`src/rtl/core/tte_pkg.sv`:
```
// ---------------------------------------------------------------------------
// Tap tempo estimator package
// Sizes, register codes, reset values and divider request/response types.
// ---------------------------------------------------------------------------
package tte_pkg;

  localparam int unsigned TAP_COUNT  = 4;
  localparam int unsigned SLOT_W     = (TAP_COUNT > 1) ? $clog2(TAP_COUNT) : 1;
  localparam int unsigned CNT_W      = $clog2(TAP_COUNT + 1);
  localparam int unsigned WRAP_W     = $clog2(2 * TAP_COUNT);
  localparam int unsigned TIME_W     = 64;
  localparam int unsigned GAP_W      = 16;
  localparam int unsigned BPM_W      = 10;
  // Sum of all held gaps, each at most the widest window.
  localparam int unsigned TOT_W      = $clog2((TAP_COUNT - 1) * ((1 << GAP_W) - 1) + 1);
  localparam int unsigned DIV_W      = TOT_W;
  localparam int unsigned DIV_CNT_W  = $clog2(DIV_W);
  localparam int unsigned CFG_IDX_W  = 2;
  localparam int unsigned CFG_DATA_W = 16;

  localparam logic [DIV_W-1:0] TEMPO_NUMER = DIV_W'(60000);

  localparam logic [BPM_W-1:0] MIN_TEMPO_RST    = BPM_W'(40);
  localparam logic [BPM_W-1:0] MAX_TEMPO_RST    = BPM_W'(300);
  localparam logic [GAP_W-1:0] SHORTEST_GAP_RST = GAP_W'(120);
  localparam logic [GAP_W-1:0] LONGEST_GAP_RST  = GAP_W'(2000);

  localparam logic KIND_CLEAR = 1'b1;

  typedef enum logic [CFG_IDX_W-1:0] {
    CFG_MIN_TEMPO    = 2'd0,
    CFG_MAX_TEMPO    = 2'd1,
    CFG_SHORTEST_GAP = 2'd2,
    CFG_LONGEST_GAP  = 2'd3
  } cfg_reg_e;

  typedef struct packed {
    logic             start;
    logic [DIV_W-1:0] dividend;
    logic [GAP_W-1:0] divisor;
  } div_req_t;

  typedef struct packed {
    logic             done;
    logic [DIV_W-1:0] quotient;
  } div_rsp_t;

endpackage

```
`src/rtl/core/tte_tap_if.sv`:
```
// ---------------------------------------------------------------------------
// Tap input channel
// Valid/ready channel carrying a tap or clear command with its timestamp.
// ---------------------------------------------------------------------------
interface tte_tap_if;
  import tte_pkg::*;

  logic              valid;
  logic              ready;
  logic              kind;
  logic [TIME_W-1:0] tap_time_ms;

  modport source (output valid, output kind, output tap_time_ms, input ready);
  modport sink (input valid, input kind, input tap_time_ms, output ready);
endinterface

```
`src/rtl/core/tte_result_if.sv`:
```
// ---------------------------------------------------------------------------
// Tempo result channel
// Valid/ready channel carrying one tempo estimate per tap or clear.
// ---------------------------------------------------------------------------
interface tte_result_if;
  import tte_pkg::*;

  logic             valid;
  logic             ready;
  logic             tempo_valid;
  logic [BPM_W-1:0] tempo_bpm;

  modport source (output valid, output tempo_valid, output tempo_bpm, input ready);
  modport sink (input valid, input tempo_valid, input tempo_bpm, output ready);
endinterface

```
`src/rtl/core/tte_cfg_if.sv`:
```
// ---------------------------------------------------------------------------
// Configuration write channel
// Valid/ready channel carrying a register index and write data.
// ---------------------------------------------------------------------------
interface tte_cfg_if;
  import tte_pkg::*;

  logic                  valid;
  logic                  ready;
  logic [CFG_IDX_W-1:0]  index;
  logic [CFG_DATA_W-1:0] data;

  modport source (output valid, output index, output data, input ready);
  modport sink (input valid, input index, input data, output ready);
endinterface

```
`src/rtl/core/tte_div.sv`:
```
// ---------------------------------------------------------------------------
// Radix-2 restoring divider
// One quotient bit per cycle; done pulses with the quotient in place.
// ---------------------------------------------------------------------------
module tte_div (
  input  logic              clk_i,
  input  logic              rst_ni,
  input  tte_pkg::div_req_t req_i,
  output tte_pkg::div_rsp_t rsp_o
);
  import tte_pkg::*;

  logic                 busy_q, busy_d;
  logic                 done_q, done_d;
  logic [DIV_CNT_W-1:0] cnt_q, cnt_d;
  logic [GAP_W-1:0]     rem_q;
  logic [DIV_W-1:0]     quo_q;
  logic [GAP_W-1:0]     dvs_q;
  logic [GAP_W:0]       rem_sh;
  logic [GAP_W:0]       rem_sub;
  logic                 fits;

  always_comb begin
    rem_sh  = {rem_q, quo_q[DIV_W-1]};
    rem_sub = rem_sh - {1'b0, dvs_q};
    fits    = (rem_sh >= {1'b0, dvs_q});
    busy_d  = busy_q;
    done_d  = 1'b0;
    cnt_d   = cnt_q;
    if (busy_q) begin
      cnt_d = cnt_q + 1'b1;
      if (cnt_q == DIV_CNT_W'(DIV_W - 1)) begin
        busy_d = 1'b0;
        done_d = 1'b1;
      end
    end else if (req_i.start) begin
      busy_d = 1'b1;
      cnt_d  = '0;
    end
  end

  always_ff @(posedge clk_i or negedge rst_ni) begin
    if (!rst_ni) begin
      busy_q <= 1'b0;
      done_q <= 1'b0;
      cnt_q  <= '0;
    end else begin
      busy_q <= busy_d;
      done_q <= done_d;
      cnt_q  <= cnt_d;
    end
  end

  // Datapath: shift in one dividend bit, subtract when it fits.
  always_ff @(posedge clk_i) begin
    if (busy_q) begin
      rem_q <= fits ? rem_sub[GAP_W-1:0] : rem_sh[GAP_W-1:0];
      quo_q <= {quo_q[DIV_W-2:0], fits};
    end else if (req_i.start) begin
      rem_q <= '0;
      quo_q <= req_i.dividend;
      dvs_q <= req_i.divisor;
    end
  end

  assign rsp_o.done     = done_q;
  assign rsp_o.quotient = quo_q;

endmodule

```
`src/rtl/core/tap_tempo_estimator.sv`:
```
// ---------------------------------------------------------------------------
// Tap tempo estimator
// A clear command passes through S_DONE into the result register. A tap
// that yields an average runs S_GAP, S_WRITE, S_RDOLD and S_SUB, then one
// pass through the shared radix-2 divider for the average and, if nonzero,
// a second for the tempo; one that leaves a single tap held skips the divider.
// One item is worked at a time; the next is taken while a result waits.
// Reset (async, active low) empties the history and loads default registers.
// ---------------------------------------------------------------------------
module tap_tempo_estimator (
  input logic           clk_i,
  input logic           rst_ni,
  tte_cfg_if.sink       cfg_i,
  tte_tap_if.sink       tap_i,
  tte_result_if.source  res_o
);
  import tte_pkg::*;

  typedef enum logic [2:0] {
    S_IDLE,
    S_GAP,
    S_WRITE,
    S_RDOLD,
    S_SUB,
    S_DIV_AVG,
    S_DIV_BPM,
    S_DONE
  } state_e;

  // Configuration registers
  logic [BPM_W-1:0] min_tempo_q;
  logic [BPM_W-1:0] max_tempo_q;
  logic [GAP_W-1:0] shortest_gap_q;
  logic [GAP_W-1:0] longest_gap_q;

  // Control and result registers
  state_e            state_q, state_d;
  logic [TIME_W-1:0] now_q, now_d;
  logic [SLOT_W-1:0] slot_q, slot_d;
  logic [CNT_W-1:0]  held_q, held_d;
  logic              res_tv_q, res_tv_d;
  logic [BPM_W-1:0]  res_bpm_q, res_bpm_d;
  logic              out_valid_q, out_valid_d;
  logic              out_tv_q, out_tv_d;
  logic [BPM_W-1:0]  out_bpm_q, out_bpm_d;

  // Tap ring: one synchronous memory, read data registered.
  logic [TIME_W-1:0] ring_mem [TAP_COUNT];
  logic [TIME_W-1:0] rdata_q;
  logic              mem_we;
  logic              mem_re;
  logic [SLOT_W-1:0] mem_raddr;

  logic [SLOT_W-1:0] last_slot;
  logic [SLOT_W-1:0] next_slot;
  logic [SLOT_W-1:0] oldest_slot;
  logic [WRAP_W-1:0] wrap_sum;
  logic [TIME_W-1:0] diff;
  logic              gap_bad;
  logic              tap_xfer;
  logic [DIV_W-1:0]  quo;

  div_req_t div_req;
  div_rsp_t div_rsp;

  tte_div u_div (
    .clk_i  (clk_i),
    .rst_ni (rst_ni),
    .req_i  (div_req),
    .rsp_o  (div_rsp)
  );

  // Configuration port: always ready, a write takes effect at its transfer.
  assign cfg_i.ready = 1'b1;

  always_ff @(posedge clk_i or negedge rst_ni) begin
    if (!rst_ni) begin
      min_tempo_q    <= MIN_TEMPO_RST;
      max_tempo_q    <= MAX_TEMPO_RST;
      shortest_gap_q <= SHORTEST_GAP_RST;
      longest_gap_q  <= LONGEST_GAP_RST;
    end else if (cfg_i.valid) begin
      case (cfg_reg_e'(cfg_i.index))
        CFG_MIN_TEMPO:    min_tempo_q    <= cfg_i.data[BPM_W-1:0];
        CFG_MAX_TEMPO:    max_tempo_q    <= cfg_i.data[BPM_W-1:0];
        CFG_SHORTEST_GAP: shortest_gap_q <= cfg_i.data[GAP_W-1:0];
        CFG_LONGEST_GAP:  longest_gap_q  <= cfg_i.data[GAP_W-1:0];
        default: ;
      endcase
    end
  end

  // Ring slot arithmetic, all modulo TAP_COUNT.
  always_comb begin
    last_slot = (slot_q == '0) ? SLOT_W'(TAP_COUNT - 1) : slot_q - 1'b1;
    next_slot = (slot_q == SLOT_W'(TAP_COUNT - 1)) ? '0 : slot_q + 1'b1;
    wrap_sum  = WRAP_W'(slot_q) + WRAP_W'(TAP_COUNT) - WRAP_W'(held_q);
    if (wrap_sum >= WRAP_W'(TAP_COUNT)) begin
      oldest_slot = SLOT_W'(wrap_sum - WRAP_W'(TAP_COUNT));
    end else begin
      oldest_slot = SLOT_W'(wrap_sum);
    end
  end

  // The wrapping difference serves twice: the gap to the newest held tap,
  // and later the span from the oldest held tap. Held gaps each passed the
  // window check, so the span telescopes to the sum of gaps and fits TOT_W.
  assign diff    = now_q - rdata_q;
  assign gap_bad = (diff < TIME_W'(shortest_gap_q)) || (diff > TIME_W'(longest_gap_q));

  assign tap_xfer = tap_i.valid && tap_i.ready;
  assign quo      = div_rsp.quotient;

  always_comb begin
    state_d     = state_q;
    now_d       = now_q;
    slot_d      = slot_q;
    held_d      = held_q;
    res_tv_d    = res_tv_q;
    res_bpm_d   = res_bpm_q;
    out_valid_d = out_valid_q && !res_o.ready;
    out_tv_d    = out_tv_q;
    out_bpm_d   = out_bpm_q;
    mem_we      = 1'b0;
    mem_re      = 1'b0;
    mem_raddr   = last_slot;
    div_req     = '{start: 1'b0, dividend: TOT_W'(diff), divisor: GAP_W'(held_q - 1'b1)};

    case (state_q)
      S_IDLE: begin
        if (tap_xfer) begin
          if (tap_i.kind == KIND_CLEAR) begin
            // Drop the history; the ring contents are dead past held_q.
            slot_d    = '0;
            held_d    = '0;
            res_tv_d  = 1'b0;
            res_bpm_d = '0;
            state_d   = S_DONE;
          end else begin
            now_d = tap_i.tap_time_ms;
            if (held_q == '0) begin
              state_d = S_WRITE;
            end else begin
              mem_re  = 1'b1;
              state_d = S_GAP;
            end
          end
        end
      end
      S_GAP: begin
        if (gap_bad) begin
          slot_d = '0;
          held_d = '0;
        end
        state_d = S_WRITE;
      end
      S_WRITE: begin
        mem_we = 1'b1;
        slot_d = next_slot;
        if (held_q != CNT_W'(TAP_COUNT)) begin
          held_d = held_q + 1'b1;
        end
        if (held_q == '0) begin
          // Single tap held: nothing to average yet.
          res_tv_d  = 1'b0;
          res_bpm_d = '0;
          state_d   = S_DONE;
        end else begin
          state_d = S_RDOLD;
        end
      end
      S_RDOLD: begin
        // Oldest slot differs from the one just written since two or more
        // taps are held, and the write completed on entering this state: no hazard.
        mem_re    = 1'b1;
        mem_raddr = oldest_slot;
        state_d   = S_SUB;
      end
      S_SUB: begin
        div_req.start = 1'b1;
        state_d       = S_DIV_AVG;
      end
      S_DIV_AVG: begin
        if (div_rsp.done) begin
          if (quo == '0) begin
            res_tv_d  = 1'b0;
            res_bpm_d = '0;
            state_d   = S_DONE;
          end else begin
            div_req.start    = 1'b1;
            div_req.dividend = TEMPO_NUMER;
            div_req.divisor  = quo[GAP_W-1:0];
            state_d          = S_DIV_BPM;
          end
        end
      end
      S_DIV_BPM: begin
        if (div_rsp.done) begin
          res_tv_d = 1'b1;
          // Lower bound wins when the range is inverted.
          if (quo < DIV_W'(min_tempo_q)) begin
            res_bpm_d = min_tempo_q;
          end else if (quo > DIV_W'(max_tempo_q)) begin
            res_bpm_d = max_tempo_q;
          end else begin
            res_bpm_d = quo[BPM_W-1:0];
          end
          state_d = S_DONE;
        end
      end
      S_DONE: begin
        // Hold here until the output register frees up.
        if (!out_valid_q || res_o.ready) begin
          out_valid_d = 1'b1;
          out_tv_d    = res_tv_q;
          out_bpm_d   = res_bpm_q;
          state_d     = S_IDLE;
        end
      end
      default: begin
        state_d = S_IDLE;
      end
    endcase
  end

  always_ff @(posedge clk_i or negedge rst_ni) begin
    if (!rst_ni) begin
      state_q     <= S_IDLE;
      now_q       <= '0;
      slot_q      <= '0;
      held_q      <= '0;
      res_tv_q    <= 1'b0;
      res_bpm_q   <= '0;
      out_valid_q <= 1'b0;
      out_tv_q    <= 1'b0;
      out_bpm_q   <= '0;
    end else begin
      state_q     <= state_d;
      now_q       <= now_d;
      slot_q      <= slot_d;
      held_q      <= held_d;
      res_tv_q    <= res_tv_d;
      res_bpm_q   <= res_bpm_d;
      out_valid_q <= out_valid_d;
      out_tv_q    <= out_tv_d;
      out_bpm_q   <= out_bpm_d;
    end
  end

  // Entries are read only below held_q, so every read hits a written slot.
  always_ff @(posedge clk_i) begin
    if (mem_we) begin
      ring_mem[slot_q] <= now_q;
    end
    if (mem_re) begin
      rdata_q <= ring_mem[mem_raddr];
    end
  end

  assign tap_i.ready       = (state_q == S_IDLE);
  assign res_o.valid       = out_valid_q;
  assign res_o.tempo_valid = out_tv_q;
  assign res_o.tempo_bpm   = out_bpm_q;

endmodule

```
`src/flat_wrapper.sv`:
```
// flat-port wrapper written by rule: the top's interface ports become plain ports
module tap_tempo_estimator_flat import tte_pkg::*;
  (clk_i, rst_ni, cfg_i_valid, cfg_i_index, cfg_i_data, cfg_i_ready, tap_i_valid, tap_i_kind, tap_i_tap_time_ms, tap_i_ready, res_o_valid, res_o_tempo_valid, res_o_tempo_bpm, res_o_ready);
  tte_cfg_if cfg_i_i ();
  tte_tap_if tap_i_i ();
  tte_result_if res_o_i ();
  input logic clk_i;
  input logic rst_ni;
  input wire logic [$bits(cfg_i_i.valid)-1:0] cfg_i_valid;
  input wire logic [$bits(cfg_i_i.index)-1:0] cfg_i_index;
  input wire logic [$bits(cfg_i_i.data)-1:0] cfg_i_data;
  output wire logic [$bits(cfg_i_i.ready)-1:0] cfg_i_ready;
  input wire logic [$bits(tap_i_i.valid)-1:0] tap_i_valid;
  input wire logic [$bits(tap_i_i.kind)-1:0] tap_i_kind;
  input wire logic [$bits(tap_i_i.tap_time_ms)-1:0] tap_i_tap_time_ms;
  output wire logic [$bits(tap_i_i.ready)-1:0] tap_i_ready;
  output wire logic [$bits(res_o_i.valid)-1:0] res_o_valid;
  output wire logic [$bits(res_o_i.tempo_valid)-1:0] res_o_tempo_valid;
  output wire logic [$bits(res_o_i.tempo_bpm)-1:0] res_o_tempo_bpm;
  input wire logic [$bits(res_o_i.ready)-1:0] res_o_ready;
  assign cfg_i_i.valid = cfg_i_valid;
  assign cfg_i_i.index = cfg_i_index;
  assign cfg_i_i.data = cfg_i_data;
  assign cfg_i_ready = cfg_i_i.ready;
  assign tap_i_i.valid = tap_i_valid;
  assign tap_i_i.kind = tap_i_kind;
  assign tap_i_i.tap_time_ms = tap_i_tap_time_ms;
  assign tap_i_ready = tap_i_i.ready;
  assign res_o_valid = res_o_i.valid;
  assign res_o_tempo_valid = res_o_i.tempo_valid;
  assign res_o_tempo_bpm = res_o_i.tempo_bpm;
  assign res_o_i.ready = res_o_ready;
  tap_tempo_estimator u_core (.clk_i(clk_i), .rst_ni(rst_ni), .cfg_i(cfg_i_i), .tap_i(tap_i_i), .res_o(res_o_i));
endmodule
```
`config.mk`:
```
export PLATFORM = sky130hd
export DESIGN_NAME = tap_tempo_estimator_flat
export DESIGN_NICKNAME = d
export VERILOG_FILES = /design/src/rtl/core/tte_pkg.sv /design/src/rtl/core/tte_tap_if.sv /design/src/rtl/core/tte_result_if.sv /design/src/rtl/core/tte_cfg_if.sv /design/src/rtl/core/tte_div.sv /design/src/rtl/core/tap_tempo_estimator.sv /design/src/flat_wrapper.sv
export SDC_FILE = /design/constraint.sdc
export NUM_CORES = 1
export LEC_CHECK = 0
export BUFFER_PORTS_ARGS = -buffer_cell sky130_fd_sc_hd__buf_2
export CAP_MARGIN = 10
export CORE_UTILIZATION = 30
export DETAILED_ROUTE_END_ITERATION = 6
export PLACE_DENSITY = 0.51
export SLEW_MARGIN = 20
export SYNTH_ARGS = -nofsm -noshare
export SYNTH_HDL_FRONTEND = slang
export SYNTH_SLANG_ARGS = --single-unit
```
`constraint.sdc`:
```
create_clock -name clk_i -period 8 [get_ports clk_i]
set_input_delay 1.6 -clock clk_i [delete_from_list [all_inputs] [get_ports clk_i]]
set_output_delay 1.6 -clock clk_i [all_outputs]
set_load 0.02 [all_outputs]
```
Word level (Yosys, flattened, before mapping)
Memory sizes are Yosys's and may differ from the RTL's. A register that Yosys moved wholly into a read port is not among the register bits.
Index checks and enable logic that the tools add are counted.
{"block": "classes", "n_addsub": 10, "multipliers": 0, "div_mod_pow": 0, "magnitude_cmp": 6, "n_eq_ne": 22, "shift": 0, "mux": 63, "bitwise": 2, "reduce_logical": 25}
{"cell": "$mux 10", "count": 8}
{"cell": "$mux 35", "count": 2}
{"cell": "$gt 64x16->1", "count": 1}
{"cell": "$lt 64x16->1", "count": 1}
{"cell": "$sub 64x64->64", "count": 1}
{"cell": "$mux 16", "count": 3}
{"cell": "$pmux 10 s4", "count": 1}
{"cell": "$mux 18", "count": 2}
{"cell": "$mux 34", "count": 1}
{"cell": "$mux 3", "count": 10}
{"cell": "$pmux 3 s8", "count": 1}
{"cell": "$mux 1", "count": 20}
{"cell": "$gt 18x10->1", "count": 1}
{"cell": "$logic_not 18->1", "count": 1}
{"cell": "$lt 18x10->1", "count": 1}
{"cell": "$ge 17x16->1", "count": 1}
{"cell": "$mux 2", "count": 8}
{"cell": "$sub 16x16->16", "count": 1}
{"cell": "$eq 3x3->1 const B", "count": 4}
{"cell": "$reduce_and 2->1", "count": 6}
{"cell": "$mux 5", "count": 2}
{"cell": "$ne 2x1->1 const B", "count": 5}
{"cell": "$pmux 3 s3", "count": 1}
{"cell": "$ne 2x2->1 const B", "count": 4}
{"cell": "other kinds (30)", "count": 42}
{"block": "totals", "reg_bits": 204, "latchBits": 0, "ramBits": 256, "rom_bits": 0, "in_bits": 88, "output_inout_bits": 14, "wordCells": 148, "mem_count": 1}
{"name": "u_core.ring_mem", "depth": 4, "width": 64, "read_ports": 1, "rd_clocked_by_memory_dff": 1, "wr": 1, "line": "tap_tempo_estimator.sv:48", "rtl": "logic [TIME_W-1:0] ring_mem [TAP_COUNT];"}

Longest topological paths before layout
Gate-level depths: netlist (run 1).
{"block": "logic_depth", "depth_word": 6, "depth_mapped": 23, "ltp_nobuf": 23}

Modules after synthesis
Synthesis (run 1) repeated with hierarchy kept, for this count alone.
{"block": "hier_totals", "cells_unflattened": 2123, "area_unflattened_um2": 26818.2}
{"module": "tap_tempo_estimator", "instances": 1, "cells_per_inst": 1847, "area_per_inst_um2": 23593.9, "seq_area_each_um2": 13307.8}
{"module": "tte_div", "instances": 1, "cells_per_inst": 276, "area_per_inst_um2": 3224.3, "seq_area_each_um2": 1676.6}

Worst setup path after synthesis (run 1)
OpenSTA, ideal clock, no wires.
{"block": "synth_timing", "path_type": "input-to-reg", "from": "in tap_i_kind", "to": "reg u_core.rdata_q[0] (read register of u_core.ring_mem), enable pin", "setup_time_ns": 0.509, "arrival_time_ns": 5.428, "t_required_ns": 7.491, "slack_ns": 2.064, "cell_stages": 5, "n_path_buf": 2, "cell_sequence": "nor2_1 -> nand2_1 -> clkbuf_1 -> clkbuf_1 -> o22ai_1"}
{"block": "synth_via", "elab_chain_len": 3}
{"element": "start: declaration", "line": "flat_wrapper.sv:14", "rtl": "input wire logic [$bits(tap_i_i.kind)-1:0] tap_i_kind;"}
{"element": "$mux 1", "line": "tap_tempo_estimator.sv:132", "rtl": "if (tap_i.kind == KIND_CLEAR) begin"}
{"element": "$mux 1", "line": "tap_tempo_estimator.sv:131", "rtl": "if (tap_xfer) begin"}
{"element": "$pmux 1 s2", "line": "tap_tempo_estimator.sv:129", "rtl": "case (state_q)"}
{"element": "named net u_core.mem_re", "line": "tap_tempo_estimator.sv:51", "rtl": "logic mem_re;"}
{"element": "end: declaration", "line": "tap_tempo_estimator.sv:49", "rtl": "logic [TIME_W-1:0] rdata_q;"}
The timed path passes the listed nets, and every way through them passes these cells.
A chain may end at the register's enable or synchronous reset.

Worst setup path after layout (run 1)
{"block": "layout_timing", "from": "reg u_core.now_q[0]", "to": "reg u_core.held_q[0]"}
{"block": "layout_via", "elab_chain_len": 5, "elab_cells_between_ends": 6, "cone_classes": "add/sub (1); order compare (2); eq/ne (1); reduce/logical (2)"}
{"element": "start: declaration", "line": "tap_tempo_estimator.sv:38", "rtl": "logic [TIME_W-1:0] now_q, now_d;"}
{"element": "start signal: assignment", "line": "tap_tempo_estimator.sv:239", "rtl": "now_q <= now_d;"}
{"element": "$sub 64x64->64 (*)", "line": "tap_tempo_estimator.sv:108", "rtl": "assign diff = now_q - rdata_q;"}
{"element": "$lt 64x16->1 / $gt 64x16->1 (equally long branches)", "line": "tap_tempo_estimator.sv:109", "rtl": "assign gap_bad = (diff < TIME_W'(shortest_gap_q)) || (diff > TIME_W'(longest_gap_q));"}
{"element": "$logic_or 1x1->1 (*)", "line": "tap_tempo_estimator.sv:109"}
{"element": "$ne 2x1->1 (no line) (*)"}
{"element": "$reduce_and 5->1 (no line) (*)"}
{"element": "end signal: assignment", "line": "tap_tempo_estimator.sv:241", "rtl": "held_q <= held_d;"}
{"element": "end: declaration", "line": "tap_tempo_estimator.sv:40", "rtl": "logic [CNT_W-1:0] held_q, held_d;"}
Mark *: on every way between the ends. The rest lies on a longest branch, timed or not.

==> results.toml, run 1 <==
[power]
p_int_mw = 8.20
peakVddDrop_mv = 0.421
power.share.sequential = 0.323
power.clock.fraction = 0.191
p_sw_frac = 0.416
power_frac_comb = 0.486
power.density_mw_per_mm2 = 462
p_switching_mw = 5.84
p_leak_nw = 11.9

[sta]
rsz0062_at_grt = "false"
tightest_slew_ns = 1.07
tns_ns = 0
hold_viol = 0
setup_viol = 0
max_freq_mhz = 180
skew_ns = 0.0289
maxSlewViolCount = 0
period_share = 0.693
period_needed_ns = 5.54
relSlewSlack = 0.289
setup_ws_ns = 2.46

[final_layout]
drive_gt1_frac = 0.190
finalInstanceArea_mm2 = 0.0304
post-route-util = 0.348
syn_to_final_growth_pct = 14.0
finalNetCount = 2469
fin_cells = 3445

[clock_tree]
cts_made_buffers = 59
cts_htree_levels = 2
clk_pin_slew_ns = 0.06
clkLatencyLatePin_ns = 0.63
cts_buffer_depth = 3
ctsHoldBuffers = 0
ctsResizeCount = 0
root_buffer = "clkbuf_16"
cts_tree = "yes"
post_cts_buffers = 0
clock-sinks = 524

[routing]
wirelength_um = 71900
ant_nets = 0
drc = 0
firstDrtPassIters = 5
routedWlPerCell_um = 20.9
via_per_inst = 5.16
vias = 17777
drtIter0Drc = 1192

[global_route]
grt_overflow_total = 0
grt_pass1_wl_um = 112000
grt_util_all_layers = 0.161
use_met3 = 0.0210
met1_usage = 0.220
grt_pass1_vias = 18383
grt_max_degree = 100
top_usage_layer = "met2"
global_route.usage.met2 = 0.266
antenna_found_initial = 6

[place]
post-place-ws_ns = 2.50
dpl.cell_count = 3334
port_buffers = 100
postPlaceCellArea_mm2 = 0.0284
gp_congestion = 0.917
dp_hpwl_um = 51100

[die]
die_height_um = 300
die_area_mm2 = 0.0901
coreArea_mm2 = 0.0874
io-pin-count = 102
initial_core_util = 0.305
die_w_um = 300
rows = 108

[critical_path]
required_ns = 8.52
start_kind = "flop"
crit_fanout = 6
crit_type = "flop to flop"
worstPathArrival_ns = 6.06
reg2reg_setup_slack_ns = 2.46
crit_start = "u_core.now_q[0]"
endpoint_kind = "flop"
rr_startpoint = "u_core.now_q[0]"

[job]
cap_violations = 0

[status]
status = "finished clean"

[yosys]
ys_types = 84
syn-instance-count = 2151
ys_seq_elements = 524
synth_nets = 2380
seq_area_frac_synth = 0.562
syn-cell-area_mm2 = 0.0267
ys.warnings.count = 0
async_reset_ff_frac = 0.294
ys.flop_type = "edfxtp_1"
avgSynthCellArea_um2 = 12.4
synth_edf_count = 370

[hold_path]
hp-class = "flop to flop"
worstHoldStart = "u_core.res_bpm_q[1]"
## Yosys cell counts (38+ instances only)
library cell  count  area share
mux2_2          121       0.051
ha_1            139       0.065
nand3_1          38      0.0071
clkbuf_1         69      0.0097
a21oi_1         124       0.023
dfrtp_1         138        0.13
a21o_1           39       0.011
nand2_1         169       0.024
nand4_1          40      0.0094
o21ai_0          80       0.015
edfxtp_1        370        0.42
inv_1           169       0.024
mux4_2           64       0.054
nor2_1          127       0.018
## worst paths after layout
kind	end	cells past startpoint
max	u_core.held_q[0]	20
min	u_core.res_bpm_q[1]	2
max reg2reg	u_core.held_q[0]	20
min reg2reg	u_core.res_bpm_q[1]	2
max in group asynchronous	u_core.now_q[30]	2
min in group asynchronous	u_core.res_o.tempo_bpm[6]	1
## cell families after synthesis
| group | count (synthesis) | synth area share |
|---|---|---|
| AO/OA/AOI/OAI | 448 | 0.110 |
| XOR/XNOR | 40 | 0.0131 |
| adder cells (fa/ha/maj) | 141 | 0.0667 |
| buffers and inverters | 256 | 0.0371 |
| flip-flops | 524 | 0.562 |
| multiplexers | 211 | 0.115 |
| other | 1 | 0.000141 |
| AND/OR/NAND/NOR | 530 | 0.0955 |
## layer usage
metal | share of wire | routed length (µm) | vias up
met5 | 0.00018 | 13 | -
met4 | 0.027 | 1960 | 2
met3 | 0.034 | 2480 | 122
met2 | 0.47 | 34100 | 376
met1 | 0.46 | 33400 | 9002
li1 | - | - | 8275
## state kept, by name, indices dropped and copies added, names as in the netlist, 2 cells and up
name,flops
u_core.min_tempo_q,10
u_core.slot_q,2
u_core.shortest_gap_q,16
u_core.longest_gap_q,16
u_core.rdata_q,64
u_core.ring_mem,256
u_core.state_q,3
u_core.u_div.quo_q,18
u_core.res_bpm_q,10
u_core.now_q,64
u_core.u_div.rem_q,16
u_core.held_q,3
u_core.u_div.dvs_q,16
u_core.max_tempo_q,10
u_core.u_div.cnt_q,5
u_core.res_o.tempo_bpm,10
## power by group through the flow
stage | clock network, mW | logic, mW | registers, mW
after global placement | 0 | 6.81 | 4.54
final | 2.69 | 6.83 | 4.53
after floorplan | 0 | 4.91 | 4.34
after CTS | 2.77 | 6.89 | 4.54
after detailed placement | 0 | 6.85 | 4.59
after global routing | 2.87 | 7.58 | 4.62
## layout make-up
type | instances | area, µm²
sequential | 524 | 15000
timing repair buffer | 115 | 623
clock inverter | 34 | 340
fill | 8616 | 57000
clock buffer | 76 | 1600
inverter | 169 | 634
multi-input combinational | 1371 | 10800
antenna | 1 | 2.50
tap | 1155 | 1450
## through the flow
step	hold slack, ns	total power, mW
floorplan	0.444	9.25
global placement	0.458	11.4
detailed placement	0.471	11.4
CTS	0.488	14.2
global route	0.514	15.1
finish	0.488	14.0
## critical path, cell delays in order (launching register included)
cell	delay (ns)
dfrtp_1	0.42
inv_1	0.06
ha_1	0.20
fa_1	0.42
nand2b_1	0.19
a21oi_1	0.34
or2_2	0.21
xor2_1	0.34
ha_1	0.32
nand2_1	0.07
nor2_1	0.04
a211oi_1	0.35
o21ai_0	0.15
a21oi_1	0.18
o2111ai_1	0.21
or4_1	0.44
or4_1	0.47
nor4_1	0.38
nand4_1	0.17
or2_4	0.31
a21oi_1	0.16
## placed cells by master, fill, tap and decap left out, drive strengths merged, types with 9 or more instances in the layout
master / netlist / routed
o22ai: 10 / 10
o211ai: 11 / 11
o221ai: 12 / 12
edfxtp: 370 / 370
mux2: 121 / 121
nand3: 38 / 38
or4: 10 / 10
nand2b: 23 / 23
o21a: 24 / 24
a211oi: 24 / 24
and3: 10 / 10
xor2: 15 / 15
o31ai: 10 / 10
inv: 169 / 169
dfstp: 16 / 16
a31oi: 12 / 12
o21ai: 94 / 94
o21bai: 13 / 13
clkinv: 0 / 25
nor4: 17 / 17
nor3: 36 / 36
mux4: 64 / 64
dfrtp: 138 / 138
clkbuf: 69 / 76
nand2: 170 / 170
nor2b: 14 / 14
a2111oi: 9 / 9
nor2: 127 / 127
a21oi: 126 / 126
or2: 9 / 9
ha: 139 / 139
mux2i: 26 / 26
xnor2: 25 / 25
a21o: 39 / 39
or3: 12 / 12
nand4: 41 / 41
buf: 18 / 115
Note: power is estimated with default switching activity, not from simulation.
==> run 2: changes to the inputs <==
--- a/config.mk
+++ b/config.mk
@@ -5,6 +5,7 @@
 export SDC_FILE = /design/constraint.sdc
 export NUM_CORES = 1
 export LEC_CHECK = 0
+export ABC_AREA = 1
 export BUFFER_PORTS_ARGS = -buffer_cell sky130_fd_sc_hd__buf_2
 export CAP_MARGIN = 10
 export CORE_UTILIZATION = 30
==> constraint.sdc (replaced) <==
create_clock -name clk_i -period 5.3 [get_ports clk_i]
set_input_delay 1.06 -clock clk_i [delete_from_list [all_inputs] [get_ports clk_i]]
set_output_delay 1.06 -clock clk_i [all_outputs]
set_load 0.02 [all_outputs]
==> run 2 against run 1 <==
Effect of this change:
- synthesized cell count rose by 45%
- clock-buffer cell count rose by 1
- via count increased by 14%
- final area increased by 6.8%
- critical path type unchanged
- largest cell class unchanged
- clock power grew 61%
- clock skew rose by 0.013 ns
==> results.toml, run 2 <==
[clock_tree]
root_buffer = "clkbuf_16"
ctsResizeCount = 0
cts_buffer_depth = 3
clkLatencyLatePin_ns = 0.66
clk_pin_slew_ns = 0.06
ctsHoldBuffers = 0
post_cts_buffers = 0
cts_htree_levels = 2
cts_made_buffers = 58
cts_tree = "yes"
clock-sinks = 524

[final_layout]
finalNetCount = 3443
largest_reg_flops = 256
post-route-util = 0.348
finalInstanceArea_mm2 = 0.0324
fin_cells = 4518
top_register = "u_core.ring_mem"
drive_gt1_frac = 0.105
reg.largest.list = "u_core.ring_mem (256), u_core.now_q (64), u_core.rdata_q (64)"
fillers = 9776
layout_common_cells = "795 x nand2_1, 574 x inv_1, 370 x edfxtp_1"
num_antenna_cells = 0
layout_commonest_cell = "nand2_1"
syn_to_final_growth_pct = 14.8

[die]
coreArea_mm2 = 0.0933
die_area_mm2 = 0.0955
rows = 112
die_height_um = 309
io-pin-count = 102
die_w_um = 309
initial_core_util = 0.303

[critical_path]
worstPathArrival_ns = 4.46
crit_path_end = "u_core.held_q[0]"
reg2reg_setup_slack_ns = 1.40
endpoint_kind = "flop"
start_kind = "flop"
rr_startpoint = "u_core.now_q[0]"
required_ns = 5.86
crit_type = "flop to flop"
critical-path-max-stage-delay_ns = 0.41
rr_worst_depth = 27
crit_start = "u_core.now_q[0]"
timing.rr.end = "u_core.held_q[0]"
crit_top_cell = "nand2_1"
cp_slowest_cell = "fa_1"
crit_fanout = 5

[sta]
period_share = 0.736
setup_viol = 0
timing.hold.ws_ns = 0.417
tightest_slew_ns = 1.08
hold_viol = 0
relSlewSlack = 0.280
rsz0062_at_grt = "false"
period_needed_ns = 3.90
tns_ns = 0
max_freq_mhz = 257
setup_ws_ns = 1.40
skew_ns = 0.0422
maxSlewViolCount = 0

[power]
power.clock.fraction = 0.241
power.density_mw_per_mm2 = 555
p_switching_mw = 7.29
power_frac_comb = 0.410
p_int_mw = 10.7
power.share.sequential = 0.349
p_sw_frac = 0.405
peakVddDrop_mv = 0.297
power_mw = 18.0
p_leak_nw = 14.4

[place]
postPlaceCellArea_mm2 = 0.0303
gp_congestion = 0.923
post-place-ws_ns = 1.41
dpl.cell_count = 4407
port_buffers = 100
dp_hpwl_um = 53000

[yosys]
ys.flop_type = "edfxtp_1"
ys_types = 48
synth_edf_count = 370
synth_top_area_share = 0.393
ys_seq_elements = 524
syn-instance-count = 3109
avgSynthCellArea_um2 = 9.09
syn-cell-area_mm2 = 0.0283
ys.warnings.count = 0
yosys-top-cells-count = "796 x nand2_1, 575 x inv_1, 370 x edfxtp_1"
yosys.area.top_type = "edfxtp_1"
yosysMostFrequentCell = "nand2_1"
seq_area_frac_synth = 0.530
synth_top_cells_by_area = "edfxtp_1 39%, dfrtp_1 12%, nand2_1 11%"
async_reset_ff_frac = 0.294
synth_nets = 3338

[global_route]
grt_overflow_total = 0
grt_pass1_wl_um = 114000
antenna_found_initial = 0
grt_util_all_layers = 0.154
grt_max_degree = 107
grt_pass1_vias = 19876

[routing]
drc = 0
routedWlPerCell_um = 16.0
via_per_inst = 4.50
firstDrtPassIters = 5
drtIter0Drc = 1201
wirelength_um = 72500
ant_nets = 0
vias = 20312

[hold_path]
hp-class = "primary input to async pin"

[status]
status = "finished clean"

[job]
cap_violations = 0
[run 2: cell count changes after synthesis, moves of 46 or more]
cell      change
nand3_1      +46
nand2_1     +627
inv_1       +406
o21ai_0     +140
mux2_2       -59
o211ai_1     +55
nor2_1       +62
mux4_2       -64
[run 2: per-layer routing]
| metal | global-route usage | vias to the layer above | part of all wire |
|---|---|---|---|
| li1 | - | 10396 | - |
| met1 | 0.215 | 9518 | 0.49 |
| met2 | 0.253 | 308 | 0.46 |
| met3 | 0.0206 | 90 | 0.037 |
| met4 | 0.0372 | 0 | 0.018 |
| met5 | 0 | - | 0 |
[run 2: final cells by class]
class	count	area [µm²]	share of cell area
timing repair buffer	117	754	0.0233
clock buffer	77	1600	0.0494
inverter	585	2200	0.0677
tap	1254	1570	0.0484
multi-input combinational	1928	10900	0.335
sequential	524	15000	0.462
clock inverter	33	474	0.0146
[run 2: power by group through the flow]
stage	Combinational [mW]	Sequential (mW)	Clock, mW
after CTS	7.48	6.31	4.44
after global routing	8.49	6.42	4.60
after detailed placement	7.45	6.39	0
final	7.39	6.29	4.33
after floorplan	5.27	6.14	0
after global placement	7.39	6.37	0
[run 2: how the worst min path moves through the flow]
stage / startpoint / endpoint / slack (ns) / cells past startpoint
6_report: rst_ni / u_core.res_o.tempo_bpm[6] / 0.42 / 1
3_5_place_dp: u_core.res_o.tempo_bpm[4] / u_core.res_o.tempo_bpm[4] / 0.47 / 2
3_3_place_gp: u_core.res_o.tempo_bpm[7] / u_core.res_o.tempo_bpm[7] / 0.46 / 2
5_1_grt: rst_ni / u_core.res_bpm_q[7] / 0.46 / 1
4_1_cts: rst_ni / u_core.res_o.tempo_bpm[6] / 0.44 / 1
2_1_floorplan: u_core.longest_gap_q[11] / u_core.longest_gap_q[11] / 0.45 / 2
[run 2: cell families (layout without fill, tap and decap cells)]
kind of cell	after synthesis	in the layout	synth area share
simple gates	1158	1158	0.167
buf+inv	657	812	0.0886
flops	524	524	0.530
compound gates	467	467	0.0927
fa+ha+maj	141	141	0.0629
mux	126	126	0.0474
xor+xnor	35	35	0.0108
other cells	1	1	0.000133
[run 2: worst max-delay path, delay by kind of cell (launching register included)]
kind | cells | cell delay [ns]
and+or+nand+nor | 18 | 1.71
DFF | 1 | 0.40
xor gates and xnor gates | 1 | 0.41
adders and majority gates | 3 | 0.95
buffers and inverters | 3 | 0.19
AOI/OAI and AO/OA | 2 | 0.15
